==> config.mk <==
export PLATFORM = sky130hd
export DESIGN_NAME = socd_two_key_toggle_filter_core
export DESIGN_NICKNAME = d
export VERILOG_FILES = /design/src/design/socd_ttf_pkg.sv /design/src/design/socd_ttf_front.sv /design/src/design/socd_ttf_fifo.sv /design/src/design/socd_ttf_back.sv /design/src/design/socd_two_key_toggle_filter_core.sv
export VERILOG_INCLUDE_DIRS = /design/src /design/src/design
export SDC_FILE = /design/constraint.sdc
export NUM_CORES = 1
export LEC_CHECK = 0
export BUFFER_PORTS_ARGS = -buffer_cell sky130_fd_sc_hd__buf_4
export CORE_AREA = 5 5 187 189
export DETAILED_ROUTE_END_ITERATION = 6
export DIE_AREA = 0 0 192 194
export PLACE_DENSITY = 0.82
export SETUP_SLACK_MARGIN = 0.1
export SYNTH_ARGS = -nofsm -noshare
export SYNTH_HDL_FRONTEND = slang
export SYNTH_HIERARCHICAL = 1
export SYNTH_SLANG_ARGS = --single-unit
==> constraint.sdc <==
create_clock -name clk_i -period 3.9 [get_ports clk_i]
set_input_delay 0.39 -clock clk_i [delete_from_list [all_inputs] [get_ports clk_i]]
set_output_delay 0.39 -clock clk_i [all_outputs]
set_load 0.02 [all_outputs]
==> src/design/socd_two_key_toggle_filter_core_assert.svh <==
// Assertion macros for the SOCD two-key toggle filter.
// Used by the queue and the back end; depends on nothing.
`ifndef SOCD_TWO_KEY_TOGGLE_FILTER_CORE_ASSERT_SVH
`define SOCD_TWO_KEY_TOGGLE_FILTER_CORE_ASSERT_SVH
`ifndef SYNTHESIS
`define SOCD_ASSERT_IMP(label, clk, rst_n, ante, cons, msg) \
  label: assert property (@(posedge clk) disable iff (!rst_n) (ante) |-> (cons)) \
    else $error(msg);
`define SOCD_ASSERT_NXT(label, clk, rst_n, ante, cons, msg) \
  label: assert property (@(posedge clk) disable iff (!rst_n) (ante) |=> (cons)) \
    else $error(msg);
`else
`define SOCD_ASSERT_IMP(label, clk, rst_n, ante, cons, msg)
`define SOCD_ASSERT_NXT(label, clk, rst_n, ante, cons, msg)
`endif
`endif

==> src/design/socd_ttf_pkg.sv <==
// Shared types and constants of the SOCD two-key toggle filter.
// No dependencies.
package socd_ttf_pkg;

  localparam int unsigned KeyW = 10;

  localparam logic [15:0] TypeSync = 16'd0;
  localparam logic [15:0] TypeKey  = 16'd1;
  localparam logic [15:0] TypeMisc = 16'd4;
  localparam logic [15:0] CodeScan = 16'd4;

  localparam logic [1:0] CfgFirstKey     = 2'd0;
  localparam logic [1:0] CfgSecondKey    = 2'd1;
  localparam logic [1:0] CfgFirstVirtual = 2'd2;
  localparam logic [1:0] CfgSecondVirt   = 2'd3;

  localparam logic [KeyW-1:0] RstFirstKey     = 10'd44;
  localparam logic [KeyW-1:0] RstSecondKey    = 10'd45;
  localparam logic [KeyW-1:0] RstFirstVirtual = 10'd183;
  localparam logic [KeyW-1:0] RstSecondVirt   = 10'd184;

  localparam int unsigned QDepth = 4;
  localparam int unsigned QPtrW  = 2;
  localparam int unsigned QCntW  = 3;

  typedef enum logic [1:0] {
    CmdPass    = 2'd0,
    CmdPress   = 2'd1,
    CmdSwap    = 2'd2,
    CmdRelease = 2'd3
  } cmd_kind_e;

  typedef struct packed {
    cmd_kind_e       kind;
    logic [15:0]     ev_type;
    logic [15:0]     code;
    logic [KeyW-1:0] alt;
    logic [31:0]     value;
  } cmd_t;

  typedef struct packed {
    logic valid;
    cmd_t cmd;
  } q_push_t;

endpackage

==> src/design/socd_ttf_front.sv <==
// Front end: configuration registers, per-device key state and event
// classification into commands. Depends on socd_ttf_pkg.
module socd_ttf_front #(
  parameter int unsigned MaxDevices = 4
) (
  input  logic                   clk_i,
  input  logic                   rst_ni,
  input  logic                   cfg_we_i,
  input  logic [1:0]             cfg_index_i,
  input  logic [9:0]             cfg_wdata_i,
  input  logic                   accept_i,
  input  logic [1:0]             source_device_i,
  input  logic [15:0]            event_type_i,
  input  logic [15:0]            event_code_i,
  input  logic signed [31:0]     event_value_i,
  output socd_ttf_pkg::q_push_t  push_o
);
  import socd_ttf_pkg::*;

  localparam int unsigned DevW = (MaxDevices > 1) ? $clog2(MaxDevices) : 1;

  logic [KeyW-1:0] first_key_q, second_key_q, first_virt_q, second_virt_q;
  logic [MaxDevices-1:0] first_held_q, second_held_q, active_q;

  logic            is_scan, is_first, is_second, is_pass, val_ok, dev_ok, upd;
  logic [DevW-1:0] idx;
  logic            v, hf_new, hs_new, act, act_new;
  logic [1:0]      n;
  logic [KeyW-1:0] up, down;
  cmd_t            cmd;

  always_ff @(posedge clk_i or negedge rst_ni) begin
    if (!rst_ni) begin
      first_key_q   <= RstFirstKey;
      second_key_q  <= RstSecondKey;
      first_virt_q  <= RstFirstVirtual;
      second_virt_q <= RstSecondVirt;
    end else if (cfg_we_i) begin
      case (cfg_index_i)
        CfgFirstKey:     first_key_q   <= cfg_wdata_i;
        CfgSecondKey:    second_key_q  <= cfg_wdata_i;
        CfgFirstVirtual: first_virt_q  <= cfg_wdata_i;
        CfgSecondVirt:   second_virt_q <= cfg_wdata_i;
        default: ;
      endcase
    end
  end

  always_comb begin
    is_scan   = (event_type_i == TypeMisc) && (event_code_i == CodeScan);
    is_first  = (event_code_i == 16'(first_key_q));
    is_second = (event_code_i == 16'(second_key_q));
    is_pass   = (event_type_i != TypeKey) || (!is_first && !is_second);
    val_ok    = (event_value_i[31:1] == 31'd0);
    dev_ok    = (32'(source_device_i) < MaxDevices);
    idx       = DevW'(source_device_i);
    v         = event_value_i[0];
    hf_new    = is_first ? v : first_held_q[idx];
    hs_new    = is_first ? second_held_q[idx] : v;
    n         = 2'(hf_new) + 2'(hs_new) + 2'(v);
    act       = active_q[idx];
    up        = act ? first_virt_q : second_virt_q;
    down      = act ? second_virt_q : first_virt_q;
    upd       = !is_scan && !is_pass && val_ok && dev_ok;

    cmd.kind    = CmdPass;
    cmd.ev_type = event_type_i;
    cmd.code    = event_code_i;
    cmd.alt     = down;
    cmd.value   = event_value_i;
    act_new     = act;
    if (!is_pass) begin
      case (n)
        2'd2: begin
          cmd.kind = CmdPress;
          cmd.code = 16'(is_first ? first_virt_q : second_virt_q);
          act_new  = is_first;
        end
        2'd1, 2'd3: begin
          cmd.kind = CmdSwap;
          cmd.code = 16'(up);
          act_new  = !act;
        end
        default: begin
          cmd.kind = CmdRelease;
          cmd.code = 16'(up);
          act_new  = 1'b0;
        end
      endcase
    end

    push_o.valid = accept_i && !is_scan && (is_pass || upd);
    push_o.cmd   = cmd;
  end

  always_ff @(posedge clk_i or negedge rst_ni) begin
    if (!rst_ni) begin
      first_held_q  <= '0;
      second_held_q <= '0;
      active_q      <= '0;
    end else if (accept_i && upd) begin
      first_held_q[idx]  <= hf_new;
      second_held_q[idx] <= hs_new;
      active_q[idx]      <= act_new;
    end
  end

endmodule

==> src/design/socd_ttf_fifo.sv <==
// Command queue between front and back end.
// Depends on socd_ttf_pkg and the assertion macro header.
`include "socd_two_key_toggle_filter_core_assert.svh"
module socd_ttf_fifo (
  input  logic                  clk_i,
  input  logic                  rst_ni,
  input  socd_ttf_pkg::q_push_t push_i,
  input  logic                  pop_i,
  output logic                  full_o,
  output logic                  head_valid_o,
  output socd_ttf_pkg::cmd_t    head_o
);
  import socd_ttf_pkg::*;

  cmd_t             mem_q [QDepth];
  logic [QPtrW-1:0] wr_q, wr_d, rd_q, rd_d;
  logic [QCntW-1:0] cnt_q, cnt_d;

  assign full_o       = (cnt_q == QCntW'(QDepth));
  assign head_valid_o = (cnt_q != '0);
  assign head_o       = mem_q[rd_q];

  always_comb begin
    wr_d  = push_i.valid ? wr_q + 1'b1 : wr_q;
    rd_d  = pop_i ? rd_q + 1'b1 : rd_q;
    cnt_d = cnt_q + QCntW'(push_i.valid) - QCntW'(pop_i);
  end

  always_ff @(posedge clk_i or negedge rst_ni) begin
    if (!rst_ni) begin
      wr_q  <= '0;
      rd_q  <= '0;
      cnt_q <= '0;
    end else begin
      wr_q  <= wr_d;
      rd_q  <= rd_d;
      cnt_q <= cnt_d;
    end
  end

  always_ff @(posedge clk_i) begin
    if (push_i.valid) begin
      mem_q[wr_q] <= push_i.cmd;
    end
  end

  `SOCD_ASSERT_IMP(a_no_push_full, clk_i, rst_ni, push_i.valid, !full_o, "push into full queue")
  `SOCD_ASSERT_IMP(a_no_pop_empty, clk_i, rst_ni, pop_i, head_valid_o, "pop from empty queue")
  `SOCD_ASSERT_IMP(a_cnt_range, clk_i, rst_ni, 1'b1, cnt_q <= QCntW'(QDepth), "count overflow")

endmodule

==> src/design/socd_ttf_back.sv <==
// Back end: expands queued commands, one result event per unstalled cycle,
// into an output register. Depends on socd_ttf_pkg and the assertion header.
`include "socd_two_key_toggle_filter_core_assert.svh"
module socd_ttf_back (
  input  logic                clk_i,
  input  logic                rst_ni,
  input  logic                head_valid_i,
  input  socd_ttf_pkg::cmd_t  head_i,
  output logic                pop_o,
  output logic                out_valid_o,
  input  logic                out_stall_i,
  output logic [15:0]         out_type_o,
  output logic [15:0]         out_code_o,
  output logic signed [31:0]  out_value_o,
  output logic                click_o,
  output logic                last_o
);
  import socd_ttf_pkg::*;

  logic [1:0]  step_q, step_d, last_step;
  logic        load, is_last;
  logic        valid_q, valid_d;
  logic [15:0] type_q, type_d, code_q, code_d;
  logic [31:0] value_q, value_d;
  logic        click_q, click_d, last_q, last_d;

  always_comb begin
    case (head_i.kind)
      CmdPass: last_step = 2'd0;
      CmdSwap: last_step = 2'd3;
      default: last_step = 2'd1;
    endcase
    load    = head_valid_i && (!valid_q || !out_stall_i);
    is_last = (step_q == last_step);
    pop_o   = load && is_last;
    step_d  = load ? (is_last ? 2'd0 : step_q + 2'd1) : step_q;
    valid_d = load || (valid_q && out_stall_i);

    click_d = (head_i.kind == CmdPress) || (head_i.kind == CmdSwap);
    last_d  = is_last;
    if (head_i.kind == CmdPass) begin
      type_d  = head_i.ev_type;
      code_d  = head_i.code;
      value_d = head_i.value;
    end else if (step_q[0]) begin
      type_d  = TypeSync;
      code_d  = '0;
      value_d = '0;
    end else begin
      type_d  = TypeKey;
      code_d  = step_q[1] ? 16'(head_i.alt) : head_i.code;
      value_d = (head_i.kind == CmdSwap) ? 32'(step_q[1]) : 32'(head_i.kind == CmdPress);
    end
  end

  always_ff @(posedge clk_i or negedge rst_ni) begin
    if (!rst_ni) begin
      step_q  <= '0;
      valid_q <= 1'b0;
    end else begin
      step_q  <= step_d;
      valid_q <= valid_d;
    end
  end

  always_ff @(posedge clk_i) begin
    if (load) begin
      type_q  <= type_d;
      code_q  <= code_d;
      value_q <= value_d;
      click_q <= click_d;
      last_q  <= last_d;
    end
  end

  assign out_valid_o = valid_q;
  assign out_type_o  = type_q;
  assign out_code_o  = code_q;
  assign out_value_o = $signed(value_q);
  assign click_o     = click_q;
  assign last_o      = last_q;

  `SOCD_ASSERT_NXT(a_step_clear, clk_i, rst_ni, pop_o, step_q == 2'd0, "step not cleared after pop")
  `SOCD_ASSERT_IMP(a_pass_single, clk_i, rst_ni, head_valid_i && head_i.kind == CmdPass, step_q == 2'd0, "pass command past first step")
  `SOCD_ASSERT_NXT(a_odd_sync, clk_i, rst_ni, load && step_q[0], out_type_o == TypeSync, "odd step is not a sync")

endmodule

==> src/design/socd_two_key_toggle_filter_core.sv <==
// Top level of the SOCD two-key toggle filter.
// Depends on socd_ttf_pkg, socd_ttf_front, socd_ttf_fifo and socd_ttf_back.
//
// Input channel: in_valid_i / in_stall_o with the event fields; a transfer
// happens at a clock edge with valid high and stall low. Output channel:
// out_valid_o / out_stall_i with one result event per transfer; last_o marks
// the final result of an input event, click_o marks results of inputs that
// caused a virtual press. Configuration: cfg_we_i writes cfg_wdata_i into the
// register selected by cfg_index_i (first key, second key, first virtual,
// second virtual); the user must write only while the block is idle, which
// the block does not enforce. An accepted event goes through the command
// queue into the output register; the back end issues one result per cycle
// while out_stall_i is low: one per pass, two per press or last release,
// four per swap, none per dropped event. The four-entry queue lets the front
// take events while the back end drains; in_stall_o rises only when that
// queue is full. Reset clears all held/active flags and loads the default
// key codes. While out_stall_i is high the output register holds its result.
module socd_two_key_toggle_filter_core #(
  parameter int unsigned MaxDevices = 4
) (
  input  logic               clk_i,
  input  logic               rst_ni,
  input  logic               cfg_we_i,
  input  logic [1:0]         cfg_index_i,
  input  logic [9:0]         cfg_wdata_i,
  input  logic               in_valid_i,
  output logic               in_stall_o,
  input  logic [1:0]         source_device_i,
  input  logic [15:0]        event_type_i,
  input  logic [15:0]        event_code_i,
  input  logic signed [31:0] event_value_i,
  output logic               out_valid_o,
  input  logic               out_stall_i,
  output logic [15:0]        out_type_o,
  output logic [15:0]        out_code_o,
  output logic signed [31:0] out_value_o,
  output logic               click_o,
  output logic               last_o
);
  import socd_ttf_pkg::*;

  q_push_t push;
  logic    full, head_valid, pop, accept;
  cmd_t    head;

  assign in_stall_o = full;
  assign accept     = in_valid_i && !full;

  socd_ttf_front #(
    .MaxDevices(MaxDevices)
  ) u_front (
    .clk_i           (clk_i),
    .rst_ni          (rst_ni),
    .cfg_we_i        (cfg_we_i),
    .cfg_index_i     (cfg_index_i),
    .cfg_wdata_i     (cfg_wdata_i),
    .accept_i        (accept),
    .source_device_i (source_device_i),
    .event_type_i    (event_type_i),
    .event_code_i    (event_code_i),
    .event_value_i   (event_value_i),
    .push_o          (push)
  );

  socd_ttf_fifo u_fifo (
    .clk_i        (clk_i),
    .rst_ni       (rst_ni),
    .push_i       (push),
    .pop_i        (pop),
    .full_o       (full),
    .head_valid_o (head_valid),
    .head_o       (head)
  );

  socd_ttf_back u_back (
    .clk_i        (clk_i),
    .rst_ni       (rst_ni),
    .head_valid_i (head_valid),
    .head_i       (head),
    .pop_o        (pop),
    .out_valid_o  (out_valid_o),
    .out_stall_i  (out_stall_i),
    .out_type_o   (out_type_o),
    .out_code_o   (out_code_o),
    .out_value_o  (out_value_o),
    .click_o      (click_o),
    .last_o       (last_o)
  );

endmodule
==> out/qor.csv <==
stage,metric,value,unit
outcome,status,completed,
sta,# setup viols final,0,
placed_design,Setup WS pre-CTS,-0.01946,ns
floorplanning,Die Ht,194,µm
clock_network,CTS Root Cell,clkbuf_16,
detailed_routing,DRT iter0 DRCs,773,
sta,min setup slack post-route,0.4061,ns
placed_design,placed cell area,18870,µm²
clock_network,maximum buffer depth of the clock tree,3,
detailed_routing,Detailed Routing Iterations Pass 1,5,
cells_and_area,Area Overhead vs Synth,14.75,%
setup_path,r2r setup slk,0.41,ns
logic_synthesis,top-area cell type share of the netlist area,63.19,%
logic_synthesis,Post-Syn Nets,1032,
floorplanning,io pins,151,
setup_path,capturing point of the worst reg2reg path,u_fifo/mem_q[1][51],
setup_path,critical path's top delay family,simple AND/OR/NAND/NOR gates,
detailed_routing,top layer reached by signal wires,met4,
detailed_routing,met2 WL post-DR,17290,µm
detailed_routing,wire per inst,21.95,µm
setup_path,WP buf/inv,3,
logic_synthesis,Most used DFF post-synth,edfxtp_1,
logic_synthesis,Synth Warn #,6,
grt,GRT Residual Overflow,0,
cells_and_area,Util after Layout,60.93,%
logic_synthesis,most frequent cell after synthesis,edfxtp_1,
placed_design,GP Congestion,0.8164,
setup_path,CP max stage cell,fa_1,
setup_path,CP cell instances,xor2_1 > nor4_1 > and4b_1 > nand2_1 > mux2_2 > inv_1 > fa_1 > inv_1 > nor2_1 > a31oi_1 > buf_4 > a221oi_1 > o21ai_0,
sta,Period minus WS final,3.494,ns
cells_and_area,post-route cell area,20180,µm²
setup_path,CP Launch Point,u_front/first_key_q[2],
logic_synthesis,ys async rst share,14.35,%
setup_path,critical path arrival,3.72,ns
setup_path,critical path class,flop to flop,
placed_design,IO Port Bufs,150,
clock_network,CTS tree,yes,
clock_network,Clock transition at path regs,0.06,ns
sta,Relative slew margins,36.87,%
sta,RSZ-0062 raised after global routing,false,
logic_synthesis,Post-synth EDFFs,370,
logic_synthesis,Mapped Cells,938,
grt,number of global-route vias before repair,9269,
floorplanning,Core Box Area,33110,µm²
setup_path,CP Capture Type,flop,
clock_network,worst-skew pair later-pin latency,0.53,ns
sta,Slew @ Worst Pin,0.9469,ns
min_path,Hold Path End,u_fifo/mem_q[0][29],
cells_and_area,Non-Filler Instances,1541,
pwr,PD cells,724.5,nW/µm²
job,max cap viols,0,
detailed_routing,Antenna Nets Post-Route,0,
pwr,P_leak,7.195,nW
setup_path,CP Launch Type,flop,
setup_path,RR Startpoint,u_front/first_key_q[2],
sta,Tcrit/Tclk final,89.59,%
logic_synthesis,Yosys reg bits,432,
placed_design,dpl cells,1463,
setup_path,worst r2r path cells,13,
floorplanning,Rows,67,
setup_path,CP required,4.13,ns
logic_synthesis,"Distinct cells, synth",60,
detailed_routing,drt total wl,33830,µm
logic_synthesis,top cells by instance count after synthesis,"edfxtp_1 (370), mux4_2 (79), mux2_2 (60), and2_1 (57), buf_4 (54)",
cells_and_area,# diodes,0,
sta,f_max,286.2,MHz
logic_synthesis,"area leader, netlist",edfxtp_1,
setup_path,Critical Path Fanout Max,10,
detailed_routing,Via-to-Cell Ratio,5.654,
logic_synthesis,Avg Inst Size Synth,18.75,µm²
detailed_routing,wl on met1,13920,µm
sta,Setup Skew,0.01644,ns
min_path,Worst Hold Class,input port to flop,
floorplanning,Die Wd,192,µm
sta,max-slew violations,0,
min_path,HP Start,event_value_i[29],
detailed_routing,Detail Route met3 WL,1941,µm
clock_network,# H-tree levels,2,
clock_network,Clock Sinks,432,
cells_and_area,layout cells sized above 1,36.87,%
pwr,maximum vdd drop,0.0003635,V
grt,GRT Total Usage,18.37,%
detailed_routing,vias post-DR,8713,
setup_path,cell mode on critical path,inv_1,
floorplanning,starting density of the core,53.10,%
min_path,Hold Path Stages,1,
placed_design,hpwl dp,20710,µm
logic_synthesis,synth top area cells,"edfxtp_1 (63%), mux4_2 (10%), dfrtp_1 (6.4%)",
grt,largest net degree at the start of global routing,77,
cells_and_area,Nets,1155,
grt,antenna violations before repair,1,
detailed_routing,DRC viols,0,
sta,"Hold Vio Cnt, Final",0,
grt,first-pass GRT wire length,53020,µm
clock_network,cts bufs inserted,43,
setup_path,critical path's largest stage delay,0.55,ns
logic_synthesis,sequential-to-total area share from yosys stat,72.13,%
logic_synthesis,post-synthesis cell area,17580,µm²
floorplanning,die footprint,37250,µm²
==> logic make-up (layout without fill, tap and decap cells) <==
logic type | after synthesis | after routing | synth area share [%]
muxes | 141 | 141 | 14.08
adders and majority gates | 11 | 11 | 0.8682
xor gates and xnor gates | 22 | 22 | 1.096
DFF | 432 | 432 | 72.13
AOI/OAI and AO/OA | 59 | 59 | 2.284
and+or+nand+nor | 162 | 162 | 5.572
buffers and inverters | 111 | 266 | 3.963
==> placed cells by master, fill, tap and decap left out, types with 6 or more instances in the layout <==
| master | n |
|---|---|
| edfxtp_1 | 370 |
| buf_4 | 165 |
| mux4_2 | 79 |
| mux2_2 | 60 |
| and2_1 | 53 |
| clkbuf_16 | 43 |
| dfrtp_1 | 43 |
| nand2_1 | 39 |
| o21ai_0 | 23 |
| clkbuf_1 | 17 |
| inv_1 | 17 |
| dfstp_2 | 17 |
| nor4_1 | 14 |
| a22oi_1 | 12 |
| xor2_1 | 12 |
| and3_1 | 11 |
| xnor2_1 | 10 |
| a221oi_1 | 10 |
| nor2_1 | 9 |
| ha_1 | 8 |
| clkinv_1 | 6 |
==> metrics by stage <==
stage               total power, mW  setup TNS (ns)  hold slack, ns
floorplan                     9.642               0         0.09441
global placement              10.81               0          0.4675
detailed placement            10.95         -0.1457          0.4914
CTS                           14.81               0         0.05128
global route                  15.35               0         0.05221
finish                        14.62               0         0.07925
==> timing repair <==
item,4_1_cts,5_1_grt
hold endpoints to repair,45,0
hold buffers,1,0
resized for setup,0,2
endpoints found under the setup margin,0,36
setup buffers,0,0
==> report_power, final <==
part	internal, mW	leakage [nW]	switching, mW	total [mW]
logic	1.81	2.38	2.14	3.95
registers	6.38	4.19	0.467	6.85
clock network	2.21	0.627	1.62	3.83
total	10.4	7.20	4.22	14.6
==> state kept, by name, indices dropped and copies added (netlist names), 3 cells and up <==
| name | count |
|---|---|
| u_fifo/mem_q | 304 |
| u_front/first_key_q | 10 |
| u_front/first_held_q | 4 |
| u_back/out_value_o | 32 |
| u_back/out_code_o | 16 |
| u_front/first_virt_q | 10 |
| u_front/second_held_q | 4 |
| u_front/second_virt_q | 10 |
| u_front/active_q | 4 |
| u_fifo/cnt_q | 3 |
| u_front/second_key_q | 10 |
| u_back/out_type_o | 16 |
==> how the worst max path moves through the flow <==
stage	slack, ns	depth (start not counted)	to
floorplan	0.43	9	u_fifo/cnt_q[2]
global placement	0.16	14	u_fifo/mem_q[0][51]
detailed placement	-0.02	14	u_fifo/mem_q[2][46]
CTS	0.25	12	u_fifo/mem_q[3][45]
global route	0.17	12	u_fifo/mem_q[3][44]
finish	0.41	13	u_fifo/mem_q[1][51]
==> routing by layer <==
layer / GRT usage (%) / vias up
met5: 0 / -
met4: 4.675 / 0
met3: 2.845 / 56
met2: 30.89 / 309
met1: 25.50 / 4483
li1: - / 3865
==> final cells by class <==
class | instances | area (µm²)
Timing Repair Buffer | 171 | 1349
Tap cell | 448 | 560.5
Clock buffer | 62 | 1167
Fill cell | 2396 | 12940
Sequential cell | 432 | 12690
Multi-Input combinational cell | 395 | 4217
Clock inverter | 15 | 125.1
Inverter | 18 | 67.56
Power figures use the tool's default switching activity.
